==> src/relation_symmetry_checker_top_macros.svh <==
// Assertion helpers for the relation symmetry checker.
// RSC_ASSERT_NOW checks the consequent in the same cycle as the antecedent.
// RSC_ASSERT_NEXT checks it in the cycle after the antecedent.
`ifndef RELATION_SYMMETRY_CHECKER_TOP_MACROS_SVH
`define RELATION_SYMMETRY_CHECKER_TOP_MACROS_SVH
`ifndef SYNTH
`define RSC_ASSERT_NOW(lbl, ante, cons) \
  lbl: assert property (@(posedge clk_i) disable iff (!rst_ni) (ante) |-> (cons)) \
    else $error("relation symmetry checker assertion failed");
`define RSC_ASSERT_NEXT(lbl, ante, cons) \
  lbl: assert property (@(posedge clk_i) disable iff (!rst_ni) (ante) |=> (cons)) \
    else $error("relation symmetry checker assertion failed");
`else
`define RSC_ASSERT_NOW(lbl, ante, cons)
`define RSC_ASSERT_NEXT(lbl, ante, cons)
`endif
`endif

==> src/rsc_pkg.sv <==
package rsc_pkg;

  localparam int unsigned MAX_PENDING = 256;
  localparam int unsigned VALUE_BITS  = 16;
  localparam int unsigned PAIR_BITS   = 2 * VALUE_BITS;
  localparam int unsigned CNT_BITS    = $clog2(MAX_PENDING + 1);

  typedef logic [PAIR_BITS-1:0] pair_t;
  typedef logic [CNT_BITS-1:0]  cnt_t;

  typedef enum logic [1:0] {
    VERDICT_SYM  = 2'd0,
    VERDICT_ASYM = 2'd1,
    VERDICT_OVF  = 2'd2
  } verdict_e;

  // Search token that walks the cell chain.
  typedef struct packed {
    logic  vld;
    logic  matched;  // a stored mirror was removed upstream
    logic  placed;   // a cell holds this pair tentatively
    pair_t mirror;   // (b,a)
    pair_t self;     // (a,b)
  } tok_t;

  // Broadcast from the controller to every cell.
  typedef struct packed {
    logic commit;
    logic cancel;
    logic clear;
  } cmd_t;

endpackage

==> src/rsc_cell.sv <==
module rsc_cell (
  input  logic          clk_i,
  input  logic          rst_ni,
  input  rsc_pkg::tok_t tok_i,
  input  rsc_pkg::cmd_t cmd_i,
  output rsc_pkg::tok_t tok_o
);
  import rsc_pkg::*;

  logic  valid_q, valid_d;
  logic  tent_q, tent_d;
  pair_t pair_q;
  tok_t  tok_q, tok_d;
  logic  hit, take;

  // Remove a stored mirror, or claim this empty slot for the pair.
  assign hit  = tok_i.vld && !tok_i.matched && valid_q && !tent_q &&
                (pair_q == tok_i.mirror);
  assign take = tok_i.vld && !tok_i.matched && !tok_i.placed && !valid_q;

  always_comb begin
    valid_d = valid_q;
    tent_d  = tent_q;
    if (cmd_i.clear) begin
      valid_d = 1'b0;
      tent_d  = 1'b0;
    end else if (tent_q && cmd_i.commit) begin
      tent_d = 1'b0;
    end else if (tent_q && cmd_i.cancel) begin
      valid_d = 1'b0;
      tent_d  = 1'b0;
    end else if (hit) begin
      valid_d = 1'b0;
    end else if (take) begin
      valid_d = 1'b1;
      tent_d  = 1'b1;
    end
  end

  always_comb begin
    tok_d         = tok_i;
    tok_d.matched = tok_i.matched | hit;
    tok_d.placed  = tok_i.placed | take;
  end

  always_ff @(posedge clk_i or negedge rst_ni) begin
    if (!rst_ni) begin
      valid_q <= 1'b0;
      tent_q  <= 1'b0;
      tok_q   <= '0;
    end else begin
      valid_q <= valid_d;
      tent_q  <= tent_d;
      tok_q   <= tok_d;
    end
  end

  always_ff @(posedge clk_i) begin
    if (take && !cmd_i.clear) begin
      pair_q <= tok_i.self;
    end
  end

  assign tok_o = tok_q;

endmodule

==> config.mk <==
export PLATFORM = sky130hd
export DESIGN_NAME = rsc_cell
export DESIGN_NICKNAME = d
export VERILOG_FILES = /design/src/relation_symmetry_checker_top_macros.svh /design/src/rsc_pkg.sv /design/src/rsc_cell.sv
export SDC_FILE = /design/constraint.sdc
export NUM_CORES = 1
export LEC_CHECK = 0
export BUFFER_PORTS_ARGS = -buffer_cell sky130_fd_sc_hd__buf_4
export CORE_UTILIZATION = 48
export CTS_BUF_LIST = sky130_fd_sc_hd__clkbuf_2 sky130_fd_sc_hd__clkbuf_4 sky130_fd_sc_hd__clkbuf_8
export DETAILED_ROUTE_END_ITERATION = 6
export PLACE_DENSITY = 0.81
export SYNTH_ARGS = -nofsm -noshare
export SYNTH_HDL_FRONTEND = slang
export SYNTH_SLANG_ARGS = --single-unit
export TNS_END_PERCENT = 100
==> constraint.sdc <==
create_clock -name clk_i -period 3.2 [get_ports clk_i]
set_input_delay 0.64 -clock clk_i [delete_from_list [all_inputs] [get_ports clk_i]]
set_output_delay 0.64 -clock clk_i [all_outputs]
set_load 0.01 [all_outputs]
==> results.txt <==
Status -> finished clean
Critical setup path kind -> input pin to flop
R2r startpoint -> pair_q[0]
Pwr Density -> 534.4 nW/um^2
Routed wire length -> 5933 um
Crit. Startpoint -> tok_i[65]
Worst Tran Pin Value -> 0.8501 ns
Crit end category -> flop
Placed Area -> 4285 sq um
Die area -> 6865 sq um
CTS H-tree lvls -> 3
Share of flip-flops with an asynchronous set or reset -> 68.32%
Maximum VDD drop -> 0.3655 mV
Endpoints failing setup -> 0
Initial Utilization -> 49.70%
Worst Path Arrival -> 1.80 ns
Gr ovfl total -> 0
First-pass GRT wire length -> 9570 um
FF+latch count, synth -> 101
Share of cells above drive strength 1 -> 48.75%
R2r endpoint -> valid_q
Post-synth top flop -> dfrtp_1
DRC viols -> 0
Crit Path Max Fanout -> 32
CTS tree -> yes
CORE AREA -> 6314 sq um
Area of the multi-input gates -> 435.4 sq um
Via/cell ratio -> 4.690
Setup Skew -> 0.009879 ns
Max-Cap Viols -> 0
FF-to-FF setup slack -> 1.42 ns
Dpl hpwl -> 4486 um
Finished Cell Area -> 4478 sq um
Die width -> 82.86 um
Pleak -> 2.047 nW
Final worst path period need -> 1.802 ns
Sequential share of the synthesized area -> 85.65%
Routability cong. -> 0.7490
Vias in the first global route -> 2019
Num CTS Buffers -> 9
Setup_tns -> 0 ns
Final hold viol count -> 0
Clk pin slew, worst setup/hold paths -> 0.09 ns
Max-slew headroom -> 43.33%
Final Slew Violations -> 0
CP Launch Type -> input pin
Final Power -> 2.393 mW
EDFF count, synth -> 32
Cell variety after synth -> 24
Syn_area_per_cell -> 19.02 sq um
Worst min path class -> input pin to async pin
Pin count of the biggest net entering global routing -> 70
Input/output buffers -> 138
First DRT Iteration DRCs -> 60
I/O pin count -> 139
Sequential cell area -> 2688 sq um
CTS Hold Buffers Added -> 0
Die H -> 82.86 um
Area grow syn2layout -> 42.70%
Initial antenna violation count -> 0
Final ANT Viol Nets -> 0
Nets -> 387
Crit share post-route -> 56.32%
Diodes inserted -> 0
Number of clock sinks -> 101
Clk root buf -> clkbuf_8
Yosys Warn Count -> 0
DR pass1 iterations -> 4
Placed cells -> 381
Worst setup margin -> 1.398 ns
Routed WL per cell -> 14.94 um
CTS resizes -> 0
Final hold slack -> 0.3942 ns
Req. time, crit path -> 3.20 ns
Finished Layout Cells -> 397
Post-Syn Nets -> 237
Total GRT Usage -> 18.41%
Area of the mapped netlist -> 3138 sq um
Rows -> 29
Cell count after synthesis -> 165
RSZ-0062 raised after global routing -> no
Routed vias -> 1862
# fillers -> 419
Clk_lat worst skew -> 0.34 ns
Fmax -> 554.8 MHz
Number of post-CTS setup repair buffers -> 0
Worst R2R Path Depth -> 5
Pre-CTS setup slack -> 1.030 ns
Utilization after layout -> 70.93%
CTS max path bufs -> 2
==> area by class of cell <==
cell class              count  share of cell area (%)
clock buffers              10                   2.934
flip-flops and latches    101                   60.02
inverters                   6                  0.5029
repair buffers            139                   23.30
clock inverters             6                   1.369
multi-input cells          58                   9.723
well taps                  77                   2.151
==> state kept, by name (all words and copies together), names as in the netlist <==
| signal | cells |
|---|---|
| pair_q | 32 |
| tok_o | 67 |
| tent_q | 1 |
| valid_q | 1 |
==> worst max-delay path, cell delays in order <==
cell      delay [ns]
buf_4           0.11
nand2b_1        0.17
or3_1           0.39
nor2_4          0.10
buf_4           0.37
==> report_power, final <==
part | leakage (nW) | internal (mW) | switching (mW)
clock | 0.0999 | 0.369 | 0.400
combinational | 0.849 | 0.124 | 0.0994
sequential | 1.10 | 1.38 | 0.0161
total | 2.05 | 1.88 | 0.515
==> synthesized netlist by cell type, types with 2 or more instances <==
library cell	count	share of area [%]
a2111oi_0	2	0.56
a21oi_1	2	0.32
dfrtp_1	69	55
edfxtp_1	32	31
inv_1	6	0.72
nand2b_1	2	0.40
nand4_1	2	0.40
nor2_1	4	0.48
nor2b_1	2	0.40
nor4_1	5	1.0
o22ai_1	2	0.40
xnor2_1	5	1.4
xor2_1	21	5.9
==> kinds of logic after synthesis <==
logic type,Yosys count,share of synthesized area (%)
buf+inv,6,0.7177
xor+xnor,26,7.257
simple gates,22,4.027
mux,1,0.3190
flops,101,85.65
compound gates,9,2.034
==> metal layers <==
| layer | wire length [um] | global-route usage, % | part of all wire (%) | vias up |
|---|---|---|---|---|
| met4 | 84 | 9.091 | 1.4 | 0 |
| li1 | - | - | - | 874 |
| met5 | 0 | 0 | 0 | - |
| met1 | 2077 | 19.76 | 35 | 903 |
| met2 | 3351 | 33.16 | 56 | 77 |
| met3 | 420 | 5.169 | 7.1 | 8 |
==> placed cells by master, fill, tap and decap left out, drive strengths merged, types with 3 or more instances in the layout <==
| master | n |
|---|---|
| buf | 139 |
| dfrtp | 69 |
| inv | 7 |
| xnor2 | 5 |
| clkbuf | 10 |
| clkinv | 3 |
| nor4 | 5 |
| xor2 | 21 |
| nor2 | 4 |
| edfxtp | 32 |
==> how the worst max path moves through the flow <==
stage | end | slack, ns | cells past startpoint
after floorplan | pair_q[0] | 0.29 | 3
after global placement | valid_q | 1.08 | 6
after detailed placement | valid_q | 1.03 | 6
after CTS | pair_q[25] | 1.40 | 5
after global routing | valid_q | 1.23 | 5
final | pair_q[5] | 1.40 | 5
No activity file was read; power rests on OpenSTA's default activity.
