`src/relation_symmetry_checker_top_macros.svh`:
```
// Assertion helpers for the relation symmetry checker.
// RSC_ASSERT_NOW checks the consequent in the same cycle as the antecedent.
// RSC_ASSERT_NEXT checks it in the cycle after the antecedent.
`ifndef RELATION_SYMMETRY_CHECKER_TOP_MACROS_SVH
`define RELATION_SYMMETRY_CHECKER_TOP_MACROS_SVH
`ifndef SYNTH
`define RSC_ASSERT_NOW(lbl, ante, cons) \
  lbl: assert property (@(posedge clk_i) disable iff (!rst_ni) (ante) |-> (cons)) \
    else $error("relation symmetry checker assertion failed");
`define RSC_ASSERT_NEXT(lbl, ante, cons) \
  lbl: assert property (@(posedge clk_i) disable iff (!rst_ni) (ante) |=> (cons)) \
    else $error("relation symmetry checker assertion failed");
`else
`define RSC_ASSERT_NOW(lbl, ante, cons)
`define RSC_ASSERT_NEXT(lbl, ante, cons)
`endif
`endif

```
`src/rsc_pkg.sv`:
```
package rsc_pkg;

  localparam int unsigned MAX_PENDING = 256;
  localparam int unsigned VALUE_BITS  = 16;
  localparam int unsigned PAIR_BITS   = 2 * VALUE_BITS;
  localparam int unsigned CNT_BITS    = $clog2(MAX_PENDING + 1);

  typedef logic [PAIR_BITS-1:0] pair_t;
  typedef logic [CNT_BITS-1:0]  cnt_t;

  typedef enum logic [1:0] {
    VERDICT_SYM  = 2'd0,
    VERDICT_ASYM = 2'd1,
    VERDICT_OVF  = 2'd2
  } verdict_e;

  // Search token that walks the cell chain.
  typedef struct packed {
    logic  vld;
    logic  matched;  // a stored mirror was removed upstream
    logic  placed;   // a cell holds this pair tentatively
    pair_t mirror;   // (b,a)
    pair_t self;     // (a,b)
  } tok_t;

  // Broadcast from the controller to every cell.
  typedef struct packed {
    logic commit;
    logic cancel;
    logic clear;
  } cmd_t;

endpackage

```
`src/rsc_ctrl.sv`:
```
`include "relation_symmetry_checker_top_macros.svh"

module rsc_ctrl (
  input  logic                            clk_i,
  input  logic                            rst_ni,
  input  logic                            in_valid_i,
  output logic                            in_stall_o,
  input  logic [rsc_pkg::VALUE_BITS-1:0]  first_value_i,
  input  logic [rsc_pkg::VALUE_BITS-1:0]  second_value_i,
  input  logic                            last_pair_i,
  output logic                            out_valid_o,
  input  logic                            out_stall_i,
  output logic [1:0]                      verdict_o,
  output rsc_pkg::tok_t                   tok_o,
  input  rsc_pkg::tok_t                   tail_i,
  output rsc_pkg::cmd_t                   cmd_o
);
  import rsc_pkg::*;

  typedef enum logic [1:0] {
    ST_IDLE,
    ST_WALK,
    ST_FIN
  } state_e;

  state_e   state_q;
  logic     last_q;
  cnt_t     count_q;
  logic     ovf_q;
  tok_t     inj_q, inj_d;
  cmd_t     cmd_q, cmd_d;
  logic     out_vld_q;
  verdict_e verdict_q;
  logic     issue;

  assign in_stall_o = (state_q != ST_IDLE);

  // Send the verdict once the output register is empty or drains this cycle.
  assign issue = (state_q == ST_FIN) && last_q && (!out_vld_q || !out_stall_i);

  always_comb begin
    inj_d = '0;
    if ((state_q == ST_IDLE) && in_valid_i && (first_value_i != second_value_i)) begin
      inj_d.vld    = 1'b1;
      inj_d.self   = {first_value_i, second_value_i};
      inj_d.mirror = {second_value_i, first_value_i};
    end
    cmd_d = '0;
    if ((state_q == ST_WALK) && tail_i.vld) begin
      cmd_d.cancel = tail_i.matched;
      cmd_d.commit = !tail_i.matched && tail_i.placed;
    end
    cmd_d.clear = issue;
  end

  always_ff @(posedge clk_i or negedge rst_ni) begin
    if (!rst_ni) begin
      state_q   <= ST_IDLE;
      last_q    <= 1'b0;
      count_q   <= '0;
      ovf_q     <= 1'b0;
      inj_q     <= '0;
      cmd_q     <= '0;
      out_vld_q <= 1'b0;
      verdict_q <= VERDICT_SYM;
    end else begin
      inj_q     <= inj_d;
      cmd_q     <= cmd_d;
      out_vld_q <= issue || (out_vld_q && out_stall_i);
      unique case (state_q)
        ST_IDLE: begin
          if (in_valid_i) begin
            last_q <= last_pair_i;
            if (first_value_i != second_value_i) begin
              state_q <= ST_WALK;
            end else if (last_pair_i) begin
              state_q <= ST_FIN;
            end
          end
        end
        ST_WALK: begin
          if (tail_i.vld) begin
            if (tail_i.matched) begin
              count_q <= count_q - cnt_t'(1);
            end else if (tail_i.placed) begin
              count_q <= count_q + cnt_t'(1);
            end else begin
              ovf_q <= 1'b1;
            end
            state_q <= ST_FIN;
          end
        end
        ST_FIN: begin
          if (!last_q) begin
            state_q <= ST_IDLE;
          end else if (issue) begin
            if (ovf_q) begin
              verdict_q <= VERDICT_OVF;
            end else if (count_q == '0) begin
              verdict_q <= VERDICT_SYM;
            end else begin
              verdict_q <= VERDICT_ASYM;
            end
            count_q <= '0;
            ovf_q   <= 1'b0;
            state_q <= ST_IDLE;
          end
        end
        default: state_q <= ST_IDLE;
      endcase
    end
  end

  assign tok_o       = inj_q;
  assign cmd_o       = cmd_q;
  assign out_valid_o = out_vld_q;
  assign verdict_o   = verdict_q;

  `RSC_ASSERT_NOW(a_tail_in_walk, tail_i.vld, state_q == ST_WALK)
  `RSC_ASSERT_NOW(a_clear_zeroed, cmd_q.clear, (count_q == '0) && !ovf_q)
  `RSC_ASSERT_NEXT(a_drop_sets_ovf, tail_i.vld && !tail_i.matched && !tail_i.placed, ovf_q)
  `RSC_ASSERT_NOW(a_place_has_room, cmd_d.commit, count_q != cnt_t'(MAX_PENDING))

endmodule

```
`config.mk`:
```
export PLATFORM = sky130hd
export DESIGN_NAME = rsc_ctrl
export DESIGN_NICKNAME = d
export VERILOG_FILES = /design/src/rsc_pkg.sv /design/src/rsc_ctrl.sv
export VERILOG_INCLUDE_DIRS = /design/src /design/src/src
export SDC_FILE = /design/constraint.sdc
export NUM_CORES = 1
export LEC_CHECK = 0
export BUFFER_PORTS_ARGS = -buffer_cell sky130_fd_sc_hd__buf_2
export CORE_MARGIN = 3
export CORE_UTILIZATION = 45
export CTS_BUF_LIST = sky130_fd_sc_hd__clkbuf_16
export DETAILED_ROUTE_END_ITERATION = 7
export GPL_TIMING_DRIVEN = 0
export PLACE_DENSITY = 0.85
export SLEW_MARGIN = 20
export SYNTH_ARGS = -nofsm -noshare
export SYNTH_HDL_FRONTEND = slang
export SYNTH_SLANG_ARGS = --single-unit
export TNS_END_PERCENT = 100
```
`constraint.sdc`:
```
create_clock -name clk_i -period 4.32 [get_ports clk_i]
set_input_delay 0.864 -clock clk_i [delete_from_list [all_inputs] [get_ports clk_i]]
set_output_delay 0.864 -clock clk_i [all_outputs]
set_load 0.005 [all_outputs]
```
==> results by stage <==
Power:
- Summing internal, switching and leakage power gives 0.00177 W.
- The fraction of power spent switching nets is 31.9%.
- The total power density per cell area is 507 nW/um^2.
- In this run the power spent charging and discharging nets is 0.000566 W.
- The internal power component is 0.00121 W.
- The fraction of power consumed by sequential logic is 38.1%.
- The clock network is responsible for 24.4% of the overall power.
- Combinational logic burns 37.5% of the power.
- The worst-case IR drop observed on VDD is 0.342 mV.
- The leakage power of the design is 2.01 nW.

Floorplan:
- Pin placement for this block handled 178 I/O pins.
- The die outline height is 83.1 microns.
- The starting density of the core is 47.4%.
- The core region is 5640 sq um.
- The horizontal die dimension is 83.1 microns.
- The die covers 6900 sq um.
- The floorplan has 27 rows.

Routing:
- For this run, the detailed router's first-pass iteration total came to 4.
- Using the TritonRoute via totals, the vias-per-cell ratio works out to 4.83.
- After the first detailed-routing iteration, the DRC count stood at 101.
- The DRC violation count after routing is 0.
- The wire length per cell is 14.3 microns.
- The final routed wirelength across all metal layers is 6.10 mm.
- The total number of vias is 2,062.
- In this run the remaining antenna-violating nets after routing total 0.

Clocking:
- The TritonCTS clock tree is built.
- The clock tree synthesis step divided the H-tree into 2 levels.
- The clock transition time at the flip-flop clock pins of the worst setup and hold paths is 60 ps.
- The cell sitting at the root of the clock tree is a clkbuf_16.
- The buffer count from post-CTS setup fixing is 0.
- The clock latency on the worst-skew pair is 290 ps.
- In this run, CTS created clock tree buffers numbering 5.
- The number of hold buffers added after CTS is 0.
- In this run the deepest clock path goes through 2 buffers.
- The clock net in this run drives a total of 52 sinks.
- In this run, post-CTS repair resized a total of 0 instances.

Global route:
- Entering global routing, the biggest net connects 53 pins.
- The global router's overall resource usage is 18.4%.
- The global-route wire length before repair is 10.2 mm.
- Global routing finished with a remaining overflow of 0.
- The via count of the first global-routing pass is 2,195.
- The number of antenna violations at the first check in global routing is 0.

Layout:
- The area growth from synthesis to layout is 30.5%.
- In the final design database the tool counted 466 nets.
- 0 antenna diodes ended up in the layout.
- Leaving out fill and tap cells, the most frequent cells in the layout are 110 x buf_2, 52 x dfrtp_1, 35 x buf_4.
- The proportion of layout cells with a drive suffix above 1 is 51.8%.
- Leaving out fill and tap cells, the most frequent cell in the layout is buf_2.

Status:
- The run finished with clean final reports.

Placement:
- Input and output buffers added on the ports amount to 111.
- At the end of routability-driven placement, the weighted congestion stood at 0.832.
- Detailed placement ended at an HPWL of 4.78 mm.

Hold path:
- The path class of the tightest hold or removal check is register to register.
- The hold path depth is 1.
- The startpoint identified for the worst hold timing path is verdict_o[0].
- The worst-case hold path end point is verdict_o[0].

Timing:
- The final worst-path cycle share is 54.4%.
- Setup violations remaining at the end of the flow were counted as 0.
- Timing would allow up to 426 MHz.
- The minimum clock period is 2350 ps.
- The final max-slew violation count came to 0.
- The hold violation total from the final report is 0.
- Headroom to the max-slew limit came out at 59.0%.
- The transition time at the pin with the least slew margin is 615 ps.
- Setup repair after global routing left no endpoint under its margin.
- Between clock sinks in the finished design, the worst skew comes to 5.04 ps.
- The final total negative setup slack is 0 ps.

Worst setup path:
- For the worst setup path, the data required time is 4500 ps.
- The setup path with the least slack is of type primary input to register.
- The number of cells on the worst reg-to-reg path is 6.
- The startpoint identified for the worst register-to-register timing path is count_q[0].
- The critical path startpoint category is a primary input.
- Data on the critical path arrives at its endpoint at 2530 ps.
- The setup slack of the worst register-to-register path is 2340 ps.
- The maximum fanout along the worst path is 14.
- STA classifies the critical path endpoint as a register.
- In this run the critical register-to-register path is captured at count_q[8].

Yosys:
- Summing every instance area after synthesis gives 2670 sq um.
- The fraction of synthesis flops using an asynchronous set or reset pin is 100%.
- Counting flops with a built-in enable in the synthesized netlist gives 0.
- In the synthesized netlist, the number of instances is 235.
- Synthesis inferred 52 register bits.
- The netlist uses 42 different library cells.
- The most instantiated flip-flop cell in the synthesis netlist is dfrtp_1.
- A synthesized cell averages 11.4 sq um.
- The share of synthesized area occupied by flip-flops and latches is 48.7%.
- For this run, the number of Yosys warnings is 0.

Flow run:
- The reported max-cap violation count is 0.
[cells in the mapped netlist, types with 2 or more instances]
| master | number | area share [%] |
|---|---|---|
| dfrtp_1 | 52 | 49 |
| buf_4 | 34 | 9.5 |
| xor2_1 | 19 | 6.2 |
| and2_1 | 17 | 4.0 |
| nand2_1 | 17 | 2.4 |
| and2_4 | 15 | 4.9 |
| o21ai_0 | 9 | 1.7 |
| ha_1 | 7 | 3.3 |
| nor2_1 | 6 | 0.84 |
| nor4_1 | 5 | 1.2 |
| a21o_1 | 4 | 1.1 |
| buf_6 | 4 | 1.7 |
| inv_1 | 4 | 0.56 |
| nor3_1 | 4 | 0.75 |
| a211oi_1 | 3 | 0.84 |
| a21oi_1 | 3 | 0.56 |
| xnor2_1 | 3 | 0.98 |
| a21o_2 | 2 | 0.66 |
| nand3_1 | 2 | 0.37 |
| nor2b_4 | 2 | 1.0 |
| o21bai_1 | 2 | 0.56 |
[cells by family after synthesis]
family,after synthesis,share of synthesized area [%]
DFF,52,48.7
buffers and inverters,42,11.8
xor gates and xnor gates,22,7.21
other,1,0.140
adders and majority gates,8,4.02
AOI/OAI and AO/OA,31,9.17
muxes,2,0.795
and+or+nand+nor,77,18.2
[flip-flops by register name, summed over array words and instances (netlist names)]
register and count:
state_q 2, last_q 1, cmd_o 3, tok_o 33, verdict_o 2, count_q 9
out_valid_o 1, ovf_q 1
[layer usage]
layer	vias up	GRT usage, %	share of wire, %
li1	987	-	-
met1	982	21.2	39
met2	79	32.7	53
met3	14	3.97	5.6
met4	0	7.88	2.9
met5	-	0	0
[through the flow]
step	hold slack (ps)	worst slack (ps)	area [sq um]	cells	utilization [%]
final	481	1970	3490	427	61.9
after detailed placement	474	1680	3320	419	58.9
after CTS	488	1960	3490	427	61.8
after global routing	498	1870	3490	427	61.9
after global placement	464	1720	3320	419	58.9
after floorplan	473	2060	2680	236	-
[area by class of cell]
| type | count | area, sq um |
|---|---|---|
| Clock inverter | 3 | 38.8 |
| Inverter | 4 | 15.0 |
| Fill cell | 429 | 2150 |
| Multi-Input combinational cell | 142 | 1060 |
| Buffer | 38 | 300 |
| Timing Repair Buffer | 111 | 558 |
| Clock buffer | 5 | 125 |
| Sequential cell | 52 | 1300 |
| Tap cell | 72 | 90.1 |
[power groups by stage]
stage / Clock (W) / Sequential, W / Combinational, W
floorplan: 0 / 0.000671 / 0.000448
global placement: 0 / 0.000677 / 0.000636
detailed placement: 0 / 0.000682 / 0.000656
CTS: 0.000437 / 0.000674 / 0.000669
global route: 0.000461 / 0.000690 / 0.000741
finish: 0.000431 / 0.000675 / 0.000665
[worst max-delay path by stage]
stage	start	end	slack (ps)	depth (start not counted)
6_report	tail_i[65]	count_q[8]	1970	7
5_1_grt	tail_i[65]	count_q[7]	1870	7
4_1_cts	tail_i[65]	count_q[8]	1960	7
3_5_place_dp	tail_i[65]	count_q[8]	1680	7
3_3_place_gp	tail_i[65]	count_q[8]	1720	7
2_1_floorplan	tail_i[65]	count_q[8]	2060	6
[worst max-delay path, stage by stage]
cell and delay (ps):
buf_2 200, fa_1 480, a21o_1 190, o21ai_2 190, a32oi_4 160, xnor2_1 160
o311ai_2 270
No activity file was read; power rests on OpenSTA's default activity.
